File: src/design/pgwh_pkg.sv
// Shared types and constants for the partition gap weight histogram.
package pgwh_pkg;

   localparam int PART_WIDTH     = 16;
   localparam int WEIGHT_WIDTH   = 16;
   localparam int INDEX_WIDTH    = 8;
   localparam int LIMIT_WIDTH    = 8;
   localparam int COUNT_WIDTH    = 40;
   localparam int BIN_COUNT      = 256;
   localparam int BIN_ADDR_WIDTH = $clog2(BIN_COUNT);
   localparam int QUEUE_DEPTH    = 4;
   localparam int QPTR_WIDTH     = $clog2(QUEUE_DEPTH);
   localparam int QCNT_WIDTH     = $clog2(QUEUE_DEPTH + 1);

   localparam logic [WEIGHT_WIDTH-1:0] WEIGHT_MAX = '1;
   localparam logic [COUNT_WIDTH-1:0]  COUNT_MAX  = '1;

   typedef enum logic {
      OP_PUSH = 1'b0,
      OP_READ = 1'b1
   } op_type;

   typedef enum logic {
      KIND_REPORT = 1'b0,
      KIND_READ   = 1'b1
   } kind_type;

   // work item handed from the front end to the histogram side
   typedef struct packed {
      kind_type                kind;
      logic                    suitable;
      logic [WEIGHT_WIDTH-1:0] weight;
      logic [INDEX_WIDTH-1:0]  bin_index;
   } job_type;

   typedef struct packed {
      logic full;
      logic not_empty;
   } qstat_type;

endpackage

File: src/design/pgwh_queue.sv
// Short FIFO of jobs between the front end and the histogram side.
module pgwh_queue (
   input  logic                clock,
   input  logic                reset,
   input  logic                push,
   input  pgwh_pkg::job_type   push_job,
   input  logic                pop,
   output pgwh_pkg::job_type   head_job,
   output pgwh_pkg::qstat_type stat
);
   import pgwh_pkg::*;

   job_type                 slot_ff [QUEUE_DEPTH];
   logic [QPTR_WIDTH-1:0]   wr_ptr_ff, wr_ptr_in;
   logic [QPTR_WIDTH-1:0]   rd_ptr_ff, rd_ptr_in;
   logic [QCNT_WIDTH-1:0]   count_ff, count_in;

   assign stat.full      = (count_ff == QCNT_WIDTH'(QUEUE_DEPTH));
   assign stat.not_empty = (count_ff != '0);
   assign head_job       = slot_ff[rd_ptr_ff];

   always_comb begin
      wr_ptr_in = push ? wr_ptr_ff + QPTR_WIDTH'(1) : wr_ptr_ff;
      rd_ptr_in = pop  ? rd_ptr_ff + QPTR_WIDTH'(1) : rd_ptr_ff;
      count_in  = count_ff;
      if (push && !pop) begin
         count_in = count_ff + QCNT_WIDTH'(1);
      end else if (pop && !push) begin
         count_in = count_ff - QCNT_WIDTH'(1);
      end
   end

   always_ff @(posedge clock) begin
      if (reset) begin
         wr_ptr_ff <= '0;
         rd_ptr_ff <= '0;
         count_ff  <= '0;
      end else begin
         wr_ptr_ff <= wr_ptr_in;
         rd_ptr_ff <= rd_ptr_in;
         count_ff  <= count_in;
      end
   end

   always_ff @(posedge clock) begin
      if (push) begin
         slot_ff[wr_ptr_ff] <= push_job;
      end
   end

endmodule

File: config.mk
export PLATFORM = sky130hd
export DESIGN_NAME = pgwh_queue
export DESIGN_NICKNAME = d
export VERILOG_FILES = /design/src/design/pgwh_pkg.sv /design/src/design/pgwh_queue.sv
export SDC_FILE = /design/constraint.sdc
export NUM_CORES = 1
export LEC_CHECK = 0
export BUFFER_PORTS_ARGS = -buffer_cell sky130_fd_sc_hd__buf_4
export CORE_MARGIN = 1.5
export CORE_UTILIZATION = 50
export CTS_BUF_LIST = sky130_fd_sc_hd__clkbuf_4 sky130_fd_sc_hd__clkbuf_8 sky130_fd_sc_hd__clkbuf_16
export DETAILED_ROUTE_END_ITERATION = 16
export GPL_ROUTABILITY_DRIVEN = 0
export PLACE_DENSITY = 0.74
export SLEW_MARGIN = 15
export SYNTH_ARGS = -nofsm -noshare
export SYNTH_HDL_FRONTEND = slang
export SYNTH_SLANG_ARGS = --single-unit
File: constraint.sdc
create_clock -name clock -period 2.6 [get_ports clock]
set_input_delay 0.52 -clock clock [delete_from_list [all_inputs] [get_ports clock]]
set_output_delay 0.52 -clock clock [all_outputs]
set_load 0.03 [all_outputs]
# Yosys cells after proc, flatten, opt, wreduce, memory -nomap -nowiden
# Memories as Yosys holds them, arrays and structs flattened. A register that Yosys moved wholly into a read port is not among the register bits.
# Index checks and enable logic that the tools add are counted.
[classes] addsub=4 n_eq_ne=1 n_mux=6 n_reduce_logical=6
[op_table] cell="2-to-1 mux 3 bit" count=2
[op_table] cell="adder 2 x 1 -> 2 bit, second input constant" count=2
[op_table] cell="2-to-1 mux 2 bit" count=2
[op_table] cell="adder 3 x 1 -> 3 bit, second input constant" count=1
[op_table] cell="equality test 3 bit, second input constant" count=1
[op_table] cell="nonzero test 3 bit" count=1
[op_table] cell="subtractor 3 x 1 -> 3 bit, second input constant" count=1
[op_table] cell="logical AND 1 bit" count=2
[op_table] cell="logical NOT 1 bit" count=2
[op_table] cell="2-to-1 mux 1 bit" count=2
[op_table] cell="nonzero test 2 bit" count=1
[totals] regBits=7 ram_bits=104 inputBits=30 output_inout_bits=28 wordCells=21 mem_count=1
[mem_list] name="slot_ff" depth=4 word_bits=26 read_ports=1 rd_ports_with_merged_regs=1 wr=1 line_no="pgwh_queue.sv:13" source="job_type slot_ff [QUEUE_DEPTH];"

# Logic depth before layout (Yosys ltp)
[logic_depth] word_depth=4 depth_mapped=7

# Worst setup path before layout
# Ideal clock, no wire load.
[synth_timing] path_type="in2reg" start="input port pop" end="register count_ff[2]" setup_ns=0.070 t_arrival_ns=1.710 setup_slack_ns=0.820 stages=7 path_buffers=0 cell_sequence="inv_1 -> ha_1 -> inv_1 -> fa_1 -> xor2_1 -> or3_1 -> a21oi_1"
[synth_via] elab_chain_cells=3
[synth_lines] element="start: declaration" line_no="pgwh_queue.sv:7" source="input logic pop,"
[synth_lines] element="logical NOT 1 bit" line_no="pgwh_queue.sv:26" source="if (push && !pop) begin"
[synth_lines] element="logical AND 1 bit" line_no="pgwh_queue.sv:26"
[synth_lines] element="2-to-1 mux 3 bit or nonzero test 2 bit (tied branches)"
[synth_lines] element="end signal: assignment" line_no="pgwh_queue.sv:41" source="count_ff <= count_in;"
[synth_lines] element="end: declaration" line_no="pgwh_queue.sv:16" source="logic [QCNT_WIDTH-1:0] count_ff, count_in;"
# Several ways; a longest one is shown, not always the timed one.
# A chain may end at the register's enable or synchronous reset.

==> flow_summary.ini <==
[global_route]
grt_max_degree = 27
overflow = 0
grt_pass1_vias = 2012
grt_use_total_pct = 17.11
grt_pass1_wl_mm = 10.37
grt_antenna_before_repair = 0

[cts]
path_clk_slew_ns = 0.06
postCtsHoldBufs = 0
cts_resized = 0
cts_tree = done
clockBufferDepth = 2
insertion_delay_ns = 0.51
numCtsBuffers = 17
clock-sinks = 113
cts-root-buf = clkbuf_8
cts_setup_buffers = 0
h-tree-depth = 4

[place]
dpl.hpwl_mm = 3.944
numPortBuffers = 57

[synth]
synth_cells = 180
syn_area_mm2 = 0.004228
synth_top_area_cell = edfxtp_1
synthArstFlopShare_pct = 0
ys_ff_latch = 113
yosysTopAreaCellShare_pct = 73.87
synth_area_leaders = edfxtp_1 (74%), mux4_2 (11%), dfxtp_1 (4.3%)
synth_compound_area_share_pct = 0.2368
synth-xor-area-share_pct = 1.036
synthAdderAreaFrac_pct = 1.953
synth_edf_count = 104
muxShareOfSynthArea_pct = 14.86
avgSynthCellArea_um2 = 23.49
synthFlopType = edfxtp_1
yosysWarnings = 0
synth_top_family_by_area = multiplexers
syn_nets = 216
ys_seq_area_share_pct = 78.13
synth.distinct_cells = 22
synthSimpleGateAreaFrac_pct = 1.776

[sta]
hold_viol = 0
rsz0062_at_grt = no
finalSetupTns_ns = 0
period_share_pct = 94.22
min_period_ns = 2.450
finalSetupViolCount = 0
fin_skew_ns = 0.01099
finalMaxSlewViolations = 0
hold_slack_ns = 0.2065
fmax_mhz = 408.2
worst_pin_slew_ns = 0.4074
maxSlewHeadroom_pct = 72.84

[status]
status = completed

[die]
die_y_um = 94.96
start_util_pct = 51.45
core_mm2 = 0.008217
placementRows = 33
io_pins = 58
dieArea_mm2 = 0.009016
die_w_um = 94.96

[cells_and_area]
drive_above_1_share_pct = 42.38
register_area_mm2 = 0.003307
multi_input_area_um2 = 839.6
nNetsFinal = 292
antennaDiodeCount = 0
fillers = 540
syn2layout_area_growth_pct = 29.00

[worst_setup_path]
crit_chain = buf_12 -> mux4_1 -> buf_4
cp.arrival_ns = 1.93
cp.required_ns = 2.08
reg2reg_from = count_ff[0]
slowest_delay_ns = 0.58
path_class = flop to output pin
endpoint_kind = output pin
startpoint_type = flop
critPathBufInv = 2
cp_max_fo = 19
crit_family = multiplexers
critPathSlowestCell = mux4_1

[detailed_routing]
drt-wirelength-per-cell_um = 18.18
drc = 0
drtIter0Drc = 66
drt_first_pass_iters = 4
vias = 1961
wl_mm = 6.801
ant_nets = 0
via_per_inst = 5.243

[pwr]
p_per_area_mw_per_mm2 = 965.2
p_leak_nw = 1.958
vdd_drop_max_v = 0.0006762

[worst_hold_path]
min_path_type = input pin to flop
hold_start = push_job[8]

[run]
cap_violations = 0
-- worst reg2reg max path, delay by kind of cell (launching register included) --
| family | cells | cell delay (ns) |
|---|---|---|
| flip-flops | 1 | 0.35 |
| AO/OA/AOI/OAI | 1 | 0.13 |
| adder cells (fa/ha/maj) | 1 | 0.44 |
| AND/OR/NAND/NOR | 1 | 0.31 |
| XOR/XNOR | 1 | 0.18 |
-- area by class of cell --
cell class                 count  share of cell area [%]
sequential                   113                   60.63
multi-input combinational     56                   15.39
timing repair buffer          64                   9.039
clock buffer                  19                   7.869
clock inverter                13                   4.382
tap                          105                   2.409
inverter                       4                  0.2753
-- synth_stat cells, drive strengths merged, types with 2 or more instances --
library cell	instances
xnor2	2
dfxtp	9
xor2	3
mux4	26
or3	2
nor2	7
clkbuf	2
inv	4
ha	5
buf	5
edfxtp	104
and2	4
mux2i	2
-- kinds of logic (layout without fill, tap and decap cells) --
kind of cell | Yosys count | in the layout
DFF | 113 | 113
buffers and inverters | 11 | 100
xor gates and xnor gates | 5 | 5
AOI/OAI and AO/OA | 2 | 2
and+or+nand+nor | 15 | 15
adders and majority gates | 6 | 6
muxes | 28 | 28
-- sequential cells by signal, indices dropped and copies added (netlist names), named ones only --
| signal | cells |
|---|---|
| wr_ptr_ff | 2 |
| rd_ptr_ff | 2 |
| slot_ff | 104 |
| count_ff | 3 |
-- power breakdown --
| group | total (W) | internal (W) | switching (W) |
|---|---|---|---|
| clock network | 0.00258 | 0.00185 | 0.000735 |
| registers | 0.00212 | 0.00209 | 0.0000368 |
| logic | 0.000555 | 0.000244 | 0.000311 |
-- through the flow --
step	power [W]	utilization, %	setup WS (ns)	area [um^2]	cells
finish	0.005264	66.38	0.1502	5454	374
global route	0.005429	66.38	0.04806	5454	374
CTS	0.005314	66.35	0.01903	5451	374
detailed placement	0.002722	58.22	0.5644	4783	342
global placement	0.002709	58.22	0.5916	4783	342
floorplan	0.002516	-	0.8198	4228	180
-- routing by layer --
layer / track usage [%] / part of all wire (%) / vias to the layer above
met3: 7.005 / 5.7 / 9
met1: 21.92 / 45 / 984
met4: 8.706 / 1.3 / 0
met5: 0 / 0 / -
li1: - / - / 896
met2: 25.18 / 48 / 72
-- worst paths after layout --
| check | depth (start not counted) | endpoint | slack [ns] |
|---|---|---|---|
| min reg2reg | 2 | count_ff[2] | 0.50 |
| max | 3 | head_job[25] | 0.15 |
| min | 1 | slot_ff[3][8] | 0.21 |
| max reg2reg | 4 | count_ff[2] | 1.12 |
-- layout by cell type (no fill, tap or decap), types with 3 or more instances in the layout --
cell type and count:
and2_1 4, bufinv_16 7, xor2_1 3, mux4_1 6, nor2_1 7, ha_1 5
buf_4 63, mux4_2 20, clkinv_1 3, inv_1 4, dfxtp_1 8, clkbuf_16 16
edfxtp_1 104
No activity file was read; power rests on OpenSTA's default activity.
