<file path="src/design/pgwh_pkg.sv">
// Shared types and constants for the partition gap weight histogram.
package pgwh_pkg;

   localparam int PART_WIDTH     = 16;
   localparam int WEIGHT_WIDTH   = 16;
   localparam int INDEX_WIDTH    = 8;
   localparam int LIMIT_WIDTH    = 8;
   localparam int COUNT_WIDTH    = 40;
   localparam int BIN_COUNT      = 256;
   localparam int BIN_ADDR_WIDTH = $clog2(BIN_COUNT);
   localparam int QUEUE_DEPTH    = 4;
   localparam int QPTR_WIDTH     = $clog2(QUEUE_DEPTH);
   localparam int QCNT_WIDTH     = $clog2(QUEUE_DEPTH + 1);

   localparam logic [WEIGHT_WIDTH-1:0] WEIGHT_MAX = '1;
   localparam logic [COUNT_WIDTH-1:0]  COUNT_MAX  = '1;

   typedef enum logic {
      OP_PUSH = 1'b0,
      OP_READ = 1'b1
   } op_type;

   typedef enum logic {
      KIND_REPORT = 1'b0,
      KIND_READ   = 1'b1
   } kind_type;

   // work item handed from the front end to the histogram side
   typedef struct packed {
      kind_type                kind;
      logic                    suitable;
      logic [WEIGHT_WIDTH-1:0] weight;
      logic [INDEX_WIDTH-1:0]  bin_index;
   } job_type;

   typedef struct packed {
      logic full;
      logic not_empty;
   } qstat_type;

endpackage

</file>
<file path="src/design/pgwh_front.sv">
// Front end: accepts transactions, tracks the gap check and weight of the open partition.
module pgwh_front (
   input  logic                             clock,
   input  logic                             reset,
   input  logic                             req_valid,
   output logic                             req_stall,
   input  logic                             req_op,
   input  logic [pgwh_pkg::PART_WIDTH-1:0]  req_part_value,
   input  logic [pgwh_pkg::INDEX_WIDTH-1:0] req_bin_index,
   input  pgwh_pkg::qstat_type              q_stat,
   output logic                             q_push,
   output pgwh_pkg::job_type                q_job
);
   import pgwh_pkg::*;

   localparam int DIV_SHIFT = PART_WIDTH + 1;
   // floor(2^17/3): quotient estimate is at most one short
   localparam logic [DIV_SHIFT-1:0] DIV3_MUL = DIV_SHIFT'((64'd1 << DIV_SHIFT) / 3);

   logic                             accept;
   logic [PART_WIDTH+DIV_SHIFT-1:0]  prod;
   logic [PART_WIDTH-1:0]            q_est;
   logic [PART_WIDTH+1:0]            r_est;
   logic [PART_WIDTH-1:0]            quot;
   logic                             mult3;

   logic                             s1_valid_ff, s1_valid_in;
   op_type                           s1_op_ff;
   logic [PART_WIDTH-1:0]            s1_part_ff;
   logic [INDEX_WIDTH-1:0]           s1_idx_ff;
   logic [PART_WIDTH-1:0]            s1_quot_ff;
   logic                             s1_mult3_ff;
   logic                             s1_is_job;
   logic                             s1_advance;

   logic [PART_WIDTH-1:0]            prev_ff, prev_in;
   logic                             prev_mult3_ff, prev_mult3_in;
   logic                             gap_ok_ff, gap_ok_in;
   logic [WEIGHT_WIDTH-1:0]          wsum_ff, wsum_in;

   logic [PART_WIDTH:0]              diff;
   logic [PART_WIDTH:0]              need;
   logic                             gap_pass;
   logic [WEIGHT_WIDTH:0]            wsum_add;

   // divide the incoming part by 3: reciprocal multiply, then one correction
   always_comb begin
      prod  = (PART_WIDTH+DIV_SHIFT)'(req_part_value) * (PART_WIDTH+DIV_SHIFT)'(DIV3_MUL);
      q_est = prod[PART_WIDTH+DIV_SHIFT-1:DIV_SHIFT];
      r_est = (PART_WIDTH+2)'(req_part_value) - (PART_WIDTH+2)'(q_est) * (PART_WIDTH+2)'(3);
      if (r_est >= (PART_WIDTH+2)'(3)) begin
         quot  = q_est + PART_WIDTH'(1);
         mult3 = (r_est == (PART_WIDTH+2)'(3));
      end else begin
         quot  = q_est;
         mult3 = (r_est == '0);
      end
   end

   assign s1_is_job  = (s1_op_ff == OP_READ) || (s1_part_ff == '0);
   assign s1_advance = s1_valid_ff && (!s1_is_job || !q_stat.full);
   assign req_stall  = s1_valid_ff && !s1_advance;
   assign accept     = req_valid && !req_stall;
   assign s1_valid_in = accept || (s1_valid_ff && !s1_advance);

   assign q_push           = s1_advance && s1_is_job;
   assign q_job.kind       = (s1_op_ff == OP_READ) ? KIND_READ : KIND_REPORT;
   assign q_job.suitable   = (s1_op_ff == OP_PUSH) && gap_ok_ff;
   assign q_job.weight     = (s1_op_ff == OP_PUSH) ? wsum_ff : '0;
   assign q_job.bin_index  = s1_idx_ff;

   // partition state update
   always_comb begin
      diff     = {1'b0, prev_ff} - {1'b0, s1_part_ff};
      need     = prev_mult3_ff ? (PART_WIDTH+1)'(4) : (PART_WIDTH+1)'(3);
      gap_pass = !diff[PART_WIDTH] && (diff >= need);
      wsum_add = {1'b0, wsum_ff} + (WEIGHT_WIDTH+1)'(s1_quot_ff) + (WEIGHT_WIDTH+1)'(1);

      prev_in       = prev_ff;
      prev_mult3_in = prev_mult3_ff;
      gap_ok_in     = gap_ok_ff;
      wsum_in       = wsum_ff;
      if (s1_advance && (s1_op_ff == OP_PUSH)) begin
         if (s1_part_ff == '0) begin
            prev_in       = '0;
            prev_mult3_in = 1'b0;
            gap_ok_in     = 1'b1;
            wsum_in       = '0;
         end else begin
            prev_in       = s1_part_ff;
            prev_mult3_in = s1_mult3_ff;
            if ((prev_ff != '0) && !gap_pass) begin
               gap_ok_in = 1'b0;
            end
            wsum_in = wsum_add[WEIGHT_WIDTH] ? WEIGHT_MAX : wsum_add[WEIGHT_WIDTH-1:0];
         end
      end
   end

   always_ff @(posedge clock) begin
      if (reset) begin
         s1_valid_ff   <= 1'b0;
         prev_ff       <= '0;
         prev_mult3_ff <= 1'b0;
         gap_ok_ff     <= 1'b1;
         wsum_ff       <= '0;
      end else begin
         s1_valid_ff   <= s1_valid_in;
         prev_ff       <= prev_in;
         prev_mult3_ff <= prev_mult3_in;
         gap_ok_ff     <= gap_ok_in;
         wsum_ff       <= wsum_in;
      end
   end

   always_ff @(posedge clock) begin
      if (accept) begin
         s1_op_ff    <= op_type'(req_op);
         s1_part_ff  <= req_part_value;
         s1_idx_ff   <= req_bin_index;
         s1_quot_ff  <= quot;
         s1_mult3_ff <= mult3;
      end
   end

endmodule

</file>
<file path="config.mk">
export PLATFORM = sky130hd
export DESIGN_NAME = pgwh_front
export DESIGN_NICKNAME = d
export VERILOG_FILES = /design/src/design/pgwh_pkg.sv /design/src/design/pgwh_front.sv
export SDC_FILE = /design/constraint.sdc
export NUM_CORES = 1
export LEC_CHECK = 0
export BUFFER_PORTS_ARGS = -buffer_cell sky130_fd_sc_hd__buf_2
export CELL_PAD_IN_SITES_DETAIL_PLACEMENT = 1
export CELL_PAD_IN_SITES_GLOBAL_PLACEMENT = 1
export CORE_UTILIZATION = 49
export DETAILED_ROUTE_END_ITERATION = 6
export PLACE_DENSITY = 0.83
export REMOVE_ABC_BUFFERS = 1
export SLEW_MARGIN = 25
export SYNTH_ARGS = -nofsm -noshare
export SYNTH_HDL_FRONTEND = slang
export SYNTH_SLANG_ARGS = --single-unit
</file>
<file path="constraint.sdc">
create_clock -name clock -period 11.5 [get_ports clock]
set_clock_uncertainty 0.1 [all_clocks]
set_input_delay 1.15 -clock clock [delete_from_list [all_inputs] [get_ports clock]]
set_output_delay 1.15 -clock clock [all_outputs]
set_load 0.05 [all_outputs]
</file>
-- Yosys cells after proc, flatten, opt, wreduce, memory -nomap -nowiden
Index checks and enable logic that the tools add are counted.
- bits in writable memories: 0
- memory bits (read-only): 0
- bits in latches: 0
- output and inout port bits: 28
- memories: 0
- input bits: 30
- register bits: 77
- word-level logic and storage cells: 55
- div/mod/pow operators: 0
- bitwise gates (word level): 1
- add/subtract/negate cells: 5
- multipliers: 2
- equal/unequal tests: 1
- multiplexer cells: 11
- magnitude comparators: 2
- shifts and indexed selects: 0
- reductions and logical operators: 22
- operator list (cell ; count):
    2-to-1 mux 16 bit ; 4
    multiplier 16 x 15 -> 31 bit (second input constant) ; 1
    equality test 18 x 2 -> 1 bit (second input constant) ; 1
    >= comparator 18 x 2 -> 1 bit (second input constant) ; 1
    zero test 18 bit ; 1
    subtractor 16 x 17 -> 18 bit ; 1
    adder 16 x 16 -> 17 bit ; 1
    adder 17 x 1 -> 17 bit (second input constant) ; 1
    >= comparator 17 x 3 -> 1 bit ; 1
    multiplier 15 x 2 -> 17 bit (second input constant) ; 1
    subtractor 16 x 16 -> 17 bit ; 1
    adder 15 x 1 -> 16 bit (second input constant) ; 1
    zero test 16 bit ; 1
    nonzero test 16 bit ; 1
    2-to-1 mux 15 bit ; 1
    logical AND 1 bit ; 8
    zero test 1 bit ; 6
    2-to-1 mux 1 bit ; 5
    logical OR 1 bit ; 3
    2-to-1 mux 3 bit ; 1
    AND reduction 2 bit ; 1
    nonzero test 2 bit ; 1
    inverter 1 bit ; 1

-- Logic depth before layout (Yosys ltp)
Gate-level depths: netlist of the first run.
- word-level depth: 10
- gate-level depth with buffers: 35
- mapped depth without buffers: 33

-- Worst setup path after synthesis of the first run
OpenSTA, ideal clock, no wires.
- kind: input port to flip-flop
- start: input req_part_value[2] (netlist name)
- end: register s1_quot_ff[8] (data pin)
- buffers on the path: 2
- cell stages on the path: 34
- required time: 11.125 ns
- setup time: 0.275 ns
- slack: 2.043 ns
- arrival time: 9.081 ns
- cell sequence: ha_1 xor2_1 ha_1 inv_1 fa_1 inv_1 fa_1 fa_1 inv_1 fa_1 inv_1 ha_1 nand4_1 nor2_1 a221oi_1 nand3_1 o31a_1 xor2_1 and2_1 nor2_1 ha_1 or2_2 ha_1 a21o_1 a211o_1 o311a_1 or3_1 a32oi_1 nand4b_1 or4b_1 buf_2 buf_6 nand3_1 xnor2_1
- word-level cells in the longest chain between the ends: 5
- elaborated cells on any way between the ends: 6
- those cells by class: add/sub: 2; mul: 2; order compare: 1; mux: 1
- RTL lines (item ; RTL line ; RTL):
    start, declared ; pgwh_front.sv:8 ; input logic [pgwh_pkg::PART_WIDTH-1:0] req_part_value,
    multiplier 16 x 15 -> 31 bit ; pgwh_front.sv:48 ; prod = (PART_WIDTH+DIV_SHIFT)'(req_part_value) * (PART_WIDTH+DIV_SHIFT)'(DIV3_MUL);
    multiplier 15 x 2 -> 17 bit ; pgwh_front.sv:50 ; r_est = (PART_WIDTH+2)'(req_part_value) - (PART_WIDTH+2)'(q_est) * (PART_WIDTH+2)'(3);
    subtractor 16 x 17 -> 18 bit ; pgwh_front.sv:50 ;
    >= comparator 18 x 2 -> 1 bit ; pgwh_front.sv:51 ; if (r_est >= (PART_WIDTH+2)'(3)) begin
    2-to-1 mux 15 bit * ; pgwh_front.sv:51 ;
    net quot[8] ; pgwh_front.sv:24 ; logic [PART_WIDTH-1:0] quot;
    end signal, assigned ; pgwh_front.sv:121 ; s1_quot_ff <= quot;
    end, declared ; pgwh_front.sv:31 ; logic [PART_WIDTH-1:0] s1_quot_ff;
The timed path passes the listed nets; every way through them passes the cells marked *.
A chain may end at the register's enable or synchronous reset.

-- Worst setup path in the final report of the first run
- start: input req_part_value[7] (netlist name)
- end: register s1_quot_ff[3] (data pin)
The elaborated chain is that of the path after synthesis.

==> results.cfg, run 1 <==
[grt]
grt_pass1_vias = 9248
globalRouteTotalUtil_pct = 29.5
met2_usage_pct = 54.9
grtUsageMet3_pct = 3.06
grt_pass1_wl_microns = 47300
antenna_found_initial = 0
grtUsageMet1_pct = 33.1
grt_max_degree = 24
grt-busiest-layer = met2
grt_overflow = 0

[clock_tree]
cts_root_buf = clkbuf_16
holdBufCountCts = 0
cts_tree = built
clk_pin_slew_ps = 60
insertion_delay_ps = 350
htree_levels = 3
cts.repair.resized = 0
cts_buffers = 9
post_cts_buffers = 0
clk_path_buf_depth = 2
cts_sinks = 77

[timing]
rsz0062_at_grt = no
fmax_mhz = 93.7
setup_violations = 0
tightest_slew_ps = 964
tns_ps = 0
slew_viol_final = 0
min_period_over_period_pct = 92.8
slew_headroom_pct = 35.3
finalHoldViolCount = 0
fin_crit_ps = 10670

[setup_path]
worstSetupStartpointType = primary input
crit_required_ps = 11480
reg2reg_from = wsum_ff[0]
reg2reg_slack_ps = 7600
critical-path-max-stage-delay_ps = 850
slowest_stage = or4b_1
critical_path_class = in -> reg
path_common_cell = ha_1
rr_endpoint = wsum_ff[2]
crit_path_end_kind = flop
arrival_ps = 10650
r2r_cells = 13
crit_start = req_part_value[7]
crit_path_max_fanout = 16

[final_layout]
drive_above_1_share_pct = 7.91
area_growth_pct = 9.33
postLayoutCellArea_sq_um = 10900
nNetsFinal = 1462
antennaDiodeCount = 0

[yosys]
synth_seq_cells = 77
synthMuxAreaShare_pct = 0.500
ys_top_cells_by_area = ha_1 24%, fa_1 14%, edfxtp_1 13%
synth_seq_area_share_pct = 19.6
syn_area_per_cell_sq_um = 9.00
yosys.area_share.simple_pct = 14.0
synth_flop_cell = edfxtp_1
synth_top_cells_by_count = 190 x ha_1, 185 x inv_1, 80 x nand2_1, 72 x fa_1, 66 x nor2_1
yosysMostFrequentCell = ha_1
synth_top_family_by_area = adder cells
synth_compound_area_share_pct = 14.5
synth-adder-area-share_pct = 38.2
synthXorXnorAreaFrac_pct = 5.52
synth_top_area_cell = ha_1
synth_warnings = 0
ys_async_sr_fraction_pct = 0
yosysUniqueCellTypes = 69
yosys.area.top_type_share_pct = 23.8
synth_edf_count = 42
synthCells = 1112
synth.cell_area_sq_um = 10000

[hold_path]
hold_path_end = wsum_ff[10]
hp-class = reg -> reg
hold_depth = 2
worstHoldStart = wsum_ff[10]

[die]
core_sq_um = 19700
die_area_sq_um = 21000
pin_count = 58
die_y_microns = 145
start_util_pct = 50.7
rows = 51
fp.dieW_microns = 145

[placement]
port_buffers = 56
hpwl_microns = 24400
place_area_sq_um = 10600
gp_congestion = 0.872

[routing]
routed-via-count = 8354
ant_nets = 0
wl_per_cell_microns = 20.4
drt_pass1_iterations = 4
drc = 0
routed_wl_microns = 29400
viasPerCell = 5.80
drtIter0Drc = 280

[outcome]
status = finished clean

[run]
drv_cap = 0
sequential cells by signal (all words and copies together) (netlist names):
| signal | flops |
|---|---|
| s1_valid_ff | 1 |
| s1_quot_ff | 16 |
| s1_mult3_ff | 1 |
| prev_ff | 16 |
| prev_mult3_ff | 1 |
| s1_idx_ff | 8 |
| s1_part_ff | 16 |
| s1_op_ff | 1 |
| gap_ok_ff | 1 |
| wsum_ff | 16 |
metrics by stage:
stage / setup WS [ps] / hold slack (ps) / instances / util (%)
final: 829 / 365 / 1440 / 55.5
after global routing: 382 / 384 / 1440 / 55.5
after CTS: 899 / 367 / 1440 / 55.5
after detailed placement: 662 / 356 / 1424 / 53.9
after global placement: 865 / 329 / 1423 / 53.7
after floorplan: 1980 / 316 / 1096 / -
worst max-delay path: cells and delay by family:
family                     cells  cell delay [ps]
AOI/OAI and AO/OA              9             2280
xor gates and xnor gates       2              430
and+or+nand+nor                6             2220
buffers and inverters          3              380
adders and majority gates     10             4170
layer usage:
metal	up-vias	wire, microns
li1	3995	-
met1	4100	11900
met2	167	15200
met3	92	827
met4	0	1470
met5	-	0
worst max path at each step:
stage / to / slack (ps) / depth (start not counted)
6_report: s1_quot_ff[3] / 830 / 30
5_1_grt: s1_quot_ff[3] / 380 / 29
4_1_cts: s1_quot_ff[3] / 900 / 30
3_5_place_dp: s1_quot_ff[11] / 660 / 32
3_3_place_gp: s1_quot_ff[3] / 860 / 30
2_1_floorplan: s1_quot_ff[3] / 1980 / 32
placed cells by master, fill, tap and decap left out, types with 4 or more instances in the layout:
cell	count
ha_1	190
inv_1	185
nand2_1	80
fa_1	72
nor2_1	64
buf_2	56
a21oi_1	47
edfxtp_1	42
xnor2_1	40
o21ai_0	35
dfxtp_1	35
xor2_1	23
nor2b_1	22
nor3_1	20
o21ai_1	20
nand3_1	19
a22oi_1	15
o21bai_1	14
or3_1	12
a21o_1	11
nor4_1	11
nand4_1	10
a211oi_1	10
nand2b_1	10
clkbuf_16	10
o31ai_1	9
o211ai_1	7
and3_1	6
buf_4	6
o2111ai_1	5
and2_1	5
mux2i_1	5
and4_1	4
a211o_1	4
o21a_1	4
a31oi_1	4
or4_1	4
inv_6	4
cells by family after synthesis:
logic type	Yosys count
xor+xnor	63
mux	5
buf+inv	201
fa+ha+maj	262
compound gates	220
flops	77
simple gates	284
cell type report:
cell class	count	area, sq um
inverters	185	694
fillers	2324	8780
clock buffers	10	250
well taps	265	332
clock inverters	6	57.6
multi-input cells	834	7290
repair buffers	63	353
flip-flops and latches	77	1960
Power of run 1 is left out: the tool's default activity adds up to more than one toggle a clock period on the data nets, which glitch-free logic cannot reach.
==> inputs of run 2 (changes only) <==
--- a/config.mk
+++ b/config.mk
@@ -10,8 +10,9 @@
 export CELL_PAD_IN_SITES_GLOBAL_PLACEMENT = 1
 export CORE_UTILIZATION = 49
 export DETAILED_ROUTE_END_ITERATION = 6
+export GPL_TIMING_DRIVEN = 0
 export PLACE_DENSITY = 0.83
-export REMOVE_ABC_BUFFERS = 1
+export SKIP_CTS_REPAIR_TIMING = 1
 export SLEW_MARGIN = 25
 export SYNTH_ARGS = -nofsm -noshare
 export SYNTH_HDL_FRONTEND = slang
==> run 2 against run 1 <==
Global-route usage down 0.70 points; largest cell class unchanged; non-clock buffer count increased by 10; clock-buffer cell count down 1; via count increased by 0.24%; fmax shrank 0.47%; cell area barely moved; hold slack lost 11 ps; register-to-register slack got worse by 140 ps; wire length shrank 3.0%; first-iteration DRC count is 16% higher.
==> results.cfg, run 2 (synthesized netlist as in run 1, its figures left out) <==
[setup_path]
critical_path_class = in -> reg
path_common_cell = ha_1
r2r_cells = 14
critical-path-max-stage-delay_ps = 590
slowest_stage = fa_1
arrival_ps = 10730
reg2reg_from = s1_quot_ff[0]
crit_path_end_kind = flop
crit_path_max_fanout = 10
worstSetupStartpointType = primary input
crit_required_ps = 11510
rr_endpoint = wsum_ff[8]
endpoint = s1_quot_ff[14]
crit_start = req_part_value[4]
reg2reg_slack_ps = 7460

[routing]
routed-via-count = 8374
ant_nets = 0
drc = 0
drt_pass1_iterations = 5
routed_wl_microns = 28500
viasPerCell = 5.78
wl_per_cell_microns = 19.6
drtIter0Drc = 326

[run]
drv_cap = 0

[clock_tree]
htree_levels = 3
cts_tree = built
cts_buffers = 9
clk_path_buf_depth = 2
cts_sinks = 77
cts_root_buf = clkbuf_16
insertion_delay_ps = 340
clk_pin_slew_ps = 60

[die]
pin_count = 58
start_util_pct = 50.7
rows = 51
die_area_sq_um = 21000
fp.dieW_microns = 145
core_sq_um = 19700
die_y_microns = 145

[grt]
grt_max_degree = 31
grt_overflow = 0
antenna_found_initial = 0
globalRouteTotalUtil_pct = 28.8
grt_pass1_wl_microns = 45900
grt_pass1_vias = 9089

[final_layout]
layout.cells.non_filler = 1450
area_growth_pct = 9.28
layout_common_cells = 190 x ha_1, 185 x inv_1, 80 x nand2_1
antennaDiodeCount = 0
mostFrequentLayoutCell = ha_1
fillers = 2342
drive_above_1_share_pct = 7.51
nNetsFinal = 1472

[timing]
finalHoldViolCount = 0
tns_ps = 0
fmax_mhz = 93.3
tightest_slew_ps = 941
setup_violations = 0
slew_headroom_pct = 37.1
min_period_over_period_pct = 93.2
slew_viol_final = 0
rsz0062_at_grt = no
fin_crit_ps = 10720

[outcome]
status = finished clean

[placement]
gp_congestion = 0.887
dp.cells = 1434
port_buffers = 56
hpwl_microns = 24000

[hold_path]
hp-class = reg -> reg

[yosys]
synth_nets = 1404
## run 2: cell types whose count changed in the layout (fill, tap and decap cells not counted), moves of 2 or more
cell,change
nor2_1,+2
buf_2,+3
nor2_2,-2
buf_4,-5
clkbuf_1,+10
## run 2: cell type report
type / count / area [sq um] / share of cell area, %
clock buffer: 9 / 225 / 2.06
buffer: 16 / 75.1 / 0.687
inverter: 185 / 694 / 6.35
timing repair buffer: 57 / 300 / 2.75
multi-input combinational: 834 / 7280 / 66.6
clock inverter: 7 / 63.8 / 0.584
sequential: 77 / 1960 / 17.9
tap: 265 / 332 / 3.03
## run 2: worst min-delay path by stage
stage | from | end | slack (ps) | depth (start not counted)
global route | wsum_ff[0] | wsum_ff[0] | 380 | 2
floorplan | wsum_ff[0] | wsum_ff[0] | 320 | 2
detailed placement | wsum_ff[0] | wsum_ff[0] | 340 | 2
global placement | wsum_ff[0] | wsum_ff[0] | 330 | 2
CTS | wsum_ff[0] | wsum_ff[0] | 360 | 2
finish | wsum_ff[0] | wsum_ff[0] | 350 | 2
## run 2: layer usage
| metal | share of wire (%) | GRT usage [%] |
|---|---|---|
| met5 | 0 | 0 |
| met4 | 3.9 | 12.0 |
| met3 | 4.1 | 3.78 |
| met2 | 49 | 51.8 |
| met1 | 43 | 34.5 |
## run 2: metrics by stage
stage                     setup slack [ps]  hold WS (ps)  utilization, %  area (sq um)
after floorplan                       2040           316               -         10000
after global placement                 630           325            53.8         10600
after detailed placement               550           345            54.0         10600
after CTS                              875           357            55.4         10900
after global routing                   248           376            55.4         10900
final                                  779           354            55.4         10900
## run 2: worst max-delay path: cells and delay by family
family / cells / cell delay [ps]
compound gates: 7 / 1980
xor+xnor: 3 / 900
fa+ha+maj: 9 / 3710
buf+inv: 7 / 830
mux: 1 / 330
simple gates: 8 / 1820
Power of run 2 is left out for the same reason.
==> inputs of run 3 (changes only) <==
--- a/config.mk
+++ b/config.mk
@@ -5,13 +5,14 @@
 export SDC_FILE = /design/constraint.sdc
 export NUM_CORES = 1
 export LEC_CHECK = 0
+export ABC_AREA = 1
 export BUFFER_PORTS_ARGS = -buffer_cell sky130_fd_sc_hd__buf_2
-export CELL_PAD_IN_SITES_DETAIL_PLACEMENT = 1
+export CELL_PAD_IN_SITES_DETAIL_PLACEMENT = 0
 export CELL_PAD_IN_SITES_GLOBAL_PLACEMENT = 1
-export CORE_UTILIZATION = 49
+export CORE_UTILIZATION = 47
 export DETAILED_ROUTE_END_ITERATION = 6
 export GPL_TIMING_DRIVEN = 0
-export PLACE_DENSITY = 0.83
+export PLACE_DENSITY = 0.84
 export SKIP_CTS_REPAIR_TIMING = 1
 export SLEW_MARGIN = 25
 export SYNTH_ARGS = -nofsm -noshare
==> run 3 against run 2 <==
Hold slack worse by 5.0 ps; final cell count rose by 39%; synthesized cell count up 46%; utilization is 2.8 points lower; sequential cell count unchanged; worst setup slack gained 1900 ps; critical path depth up 2; register-to-register slack improved by 1100 ps; cell area increased by 14%; critical endpoint is now s1_quot_ff[4]; largest cell class unchanged; highest routed layer unchanged.
==> results.cfg, run 3 <==
[setup_path]
worstSetupStartpointType = primary input
critical-path-max-stage-delay_ps = 570
arrival_ps = 8800
crit_required_ps = 11470
crit_path_end_kind = flop
path_common_cell = nand2_1
crit_path_max_fanout = 10
critical_path_class = in -> reg
reg2reg_slack_ps = 8560
slowest_stage = fa_1

[timing]
fin_crit_ps = 8830
slew_headroom_pct = 60.1
min_period_over_period_pct = 76.8
tightest_slew_ps = 599
fmax_mhz = 113
rsz0062_at_grt = no
tns_ps = 0
fin_hold_ws_ps = 349
slew_viol_final = 0
setup_violations = 0
finalHoldViolCount = 0

[clock_tree]
htree_levels = 3
clk_path_buf_depth = 2
cts_sinks = 77
insertion_delay_ps = 340
cts_tree = built
cts_root_buf = clkbuf_16
cts_buffers = 9
clk_pin_slew_ps = 60

[yosys]
syn_area_per_cell_sq_um = 7.06
synthCells = 1620
synth_seq_area_share_pct = 17.2
synth_top_cells_by_count = 441 x nand2_1, 355 x inv_1, 190 x ha_1, 104 x nor2_1, 87 x a21oi_1
yosysUniqueCellTypes = 42
synth_warnings = 0
synth_top_area_cell = ha_1
synth_nets = 1912
synth_edf_count = 42
yosys.area.top_type_share_pct = 20.8
synth_flop_cell = edfxtp_1
ys_top_cells_by_area = ha_1 21%, nand2_1 14%, fa_1 13%
synth.cell_area_sq_um = 11400
ys_async_sr_fraction_pct = 0
yosysMostFrequentCell = nand2_1
synth_seq_cells = 77

[die]
core_sq_um = 23700
pin_count = 58
die_area_sq_um = 25000
fp.dieW_microns = 158
rows = 56
die_y_microns = 158
start_util_pct = 48.3

[grt]
grt_pass1_vias = 9668
grt_pass1_wl_microns = 47300
antenna_found_initial = 0
grt_overflow = 0
globalRouteTotalUtil_pct = 24.7
grt_max_degree = 35

[routing]
ant_nets = 0
drt_pass1_iterations = 5
routed-via-count = 9969
viasPerCell = 4.95
routed_wl_microns = 29000
drc = 0
drtIter0Drc = 531
wl_per_cell_microns = 14.4

[placement]
gp_congestion = 0.901
hpwl_microns = 25100
port_buffers = 56
dp.cells = 1996

[final_layout]
area_growth_pct = 8.98
nNetsFinal = 1980
drive_above_1_share_pct = 7.74
antennaDiodeCount = 0
layout_common_cells = 441 x nand2_1, 354 x inv_1, 190 x ha_1
fillers = 2460
layout.cells.non_filler = 2012
mostFrequentLayoutCell = nand2_1

[hold_path]
hp-class = reg -> reg

[run]
drv_cap = 0

[outcome]
status = finished clean
==> run 3: cell types whose count changed after synthesis, moves of 30 or more <==
| cell | previous run | this run |
|---|---|---|
| nor2_1 | 66 | 104 |
| a21oi_1 | 47 | 87 |
| nand3_1 | 19 | 78 |
| xnor2_1 | 40 | 10 |
| nand2_1 | 80 | 441 |
| inv_1 | 185 | 355 |
==> run 3: worst paths after layout <==
path,from,endpoint,depth (start not counted)
setup / recovery,req_part_value[1],s1_quot_ff[4],37
hold / removal,gap_ok_ff,gap_ok_ff,2
setup reg to reg,s1_quot_ff[0],wsum_ff[1],14
hold reg to reg,gap_ok_ff,gap_ok_ff,2
==> run 3: layout make-up <==
cell class	count	area [sq um]	share of cell area [%]
clock inverters	5	63.8	0.512
flip-flops and latches	77	1960	15.7
clock buffers	11	264	2.12
repair buffers	57	300	2.41
multi-input cells	1164	8040	64.5
plain buffers	13	62.6	0.502
well taps	319	399	3.20
inverters	366	1370	11.0
==> run 3: per-layer routing <==
layer | vias up | routed length [microns] | GRT usage, % | share of wire, %
li1 | 5214 | - | - | -
met1 | 4537 | 13700 | 32.3 | 47
met2 | 183 | 13500 | 42.8 | 46
met3 | 35 | 1210 | 2.49 | 4.2
met4 | 0 | 639 | 7.65 | 2.2
met5 | - | 0 | 0 | 0
==> run 3: worst max-delay path: cells and delay by family <==
kind,cells,cell delay [ps]
AO/OA/AOI/OAI,4,690
XOR/XNOR,2,530
adder cells (fa/ha/maj),10,3750
buffers and inverters,8,1100
AND/OR/NAND/NOR,13,1560
==> run 3: cell families (layout without fill, tap and decap cells) <==
kind of cell | Yosys count | in the layout | synth area share (%)
compound gates | 150 | 150 | 7.21
xor+xnor | 32 | 32 | 2.45
fa+ha+maj | 262 | 262 | 33.4
buf+inv | 379 | 452 | 12.6
flops | 77 | 77 | 17.2
simple gates | 720 | 720 | 27.2
==> run 3: stage by stage <==
stage                     util (%)  setup WS [ps]  instance area, sq um
after CTS                     52.6           2690                 12500
after detailed placement      51.2           2320                 12100
final                         52.6           2670                 12500
after global routing          52.6           2100                 12500
after global placement        51.1           2400                 12100
after floorplan                  -           3600                 11400
Power of run 3 is left out for the same reason.
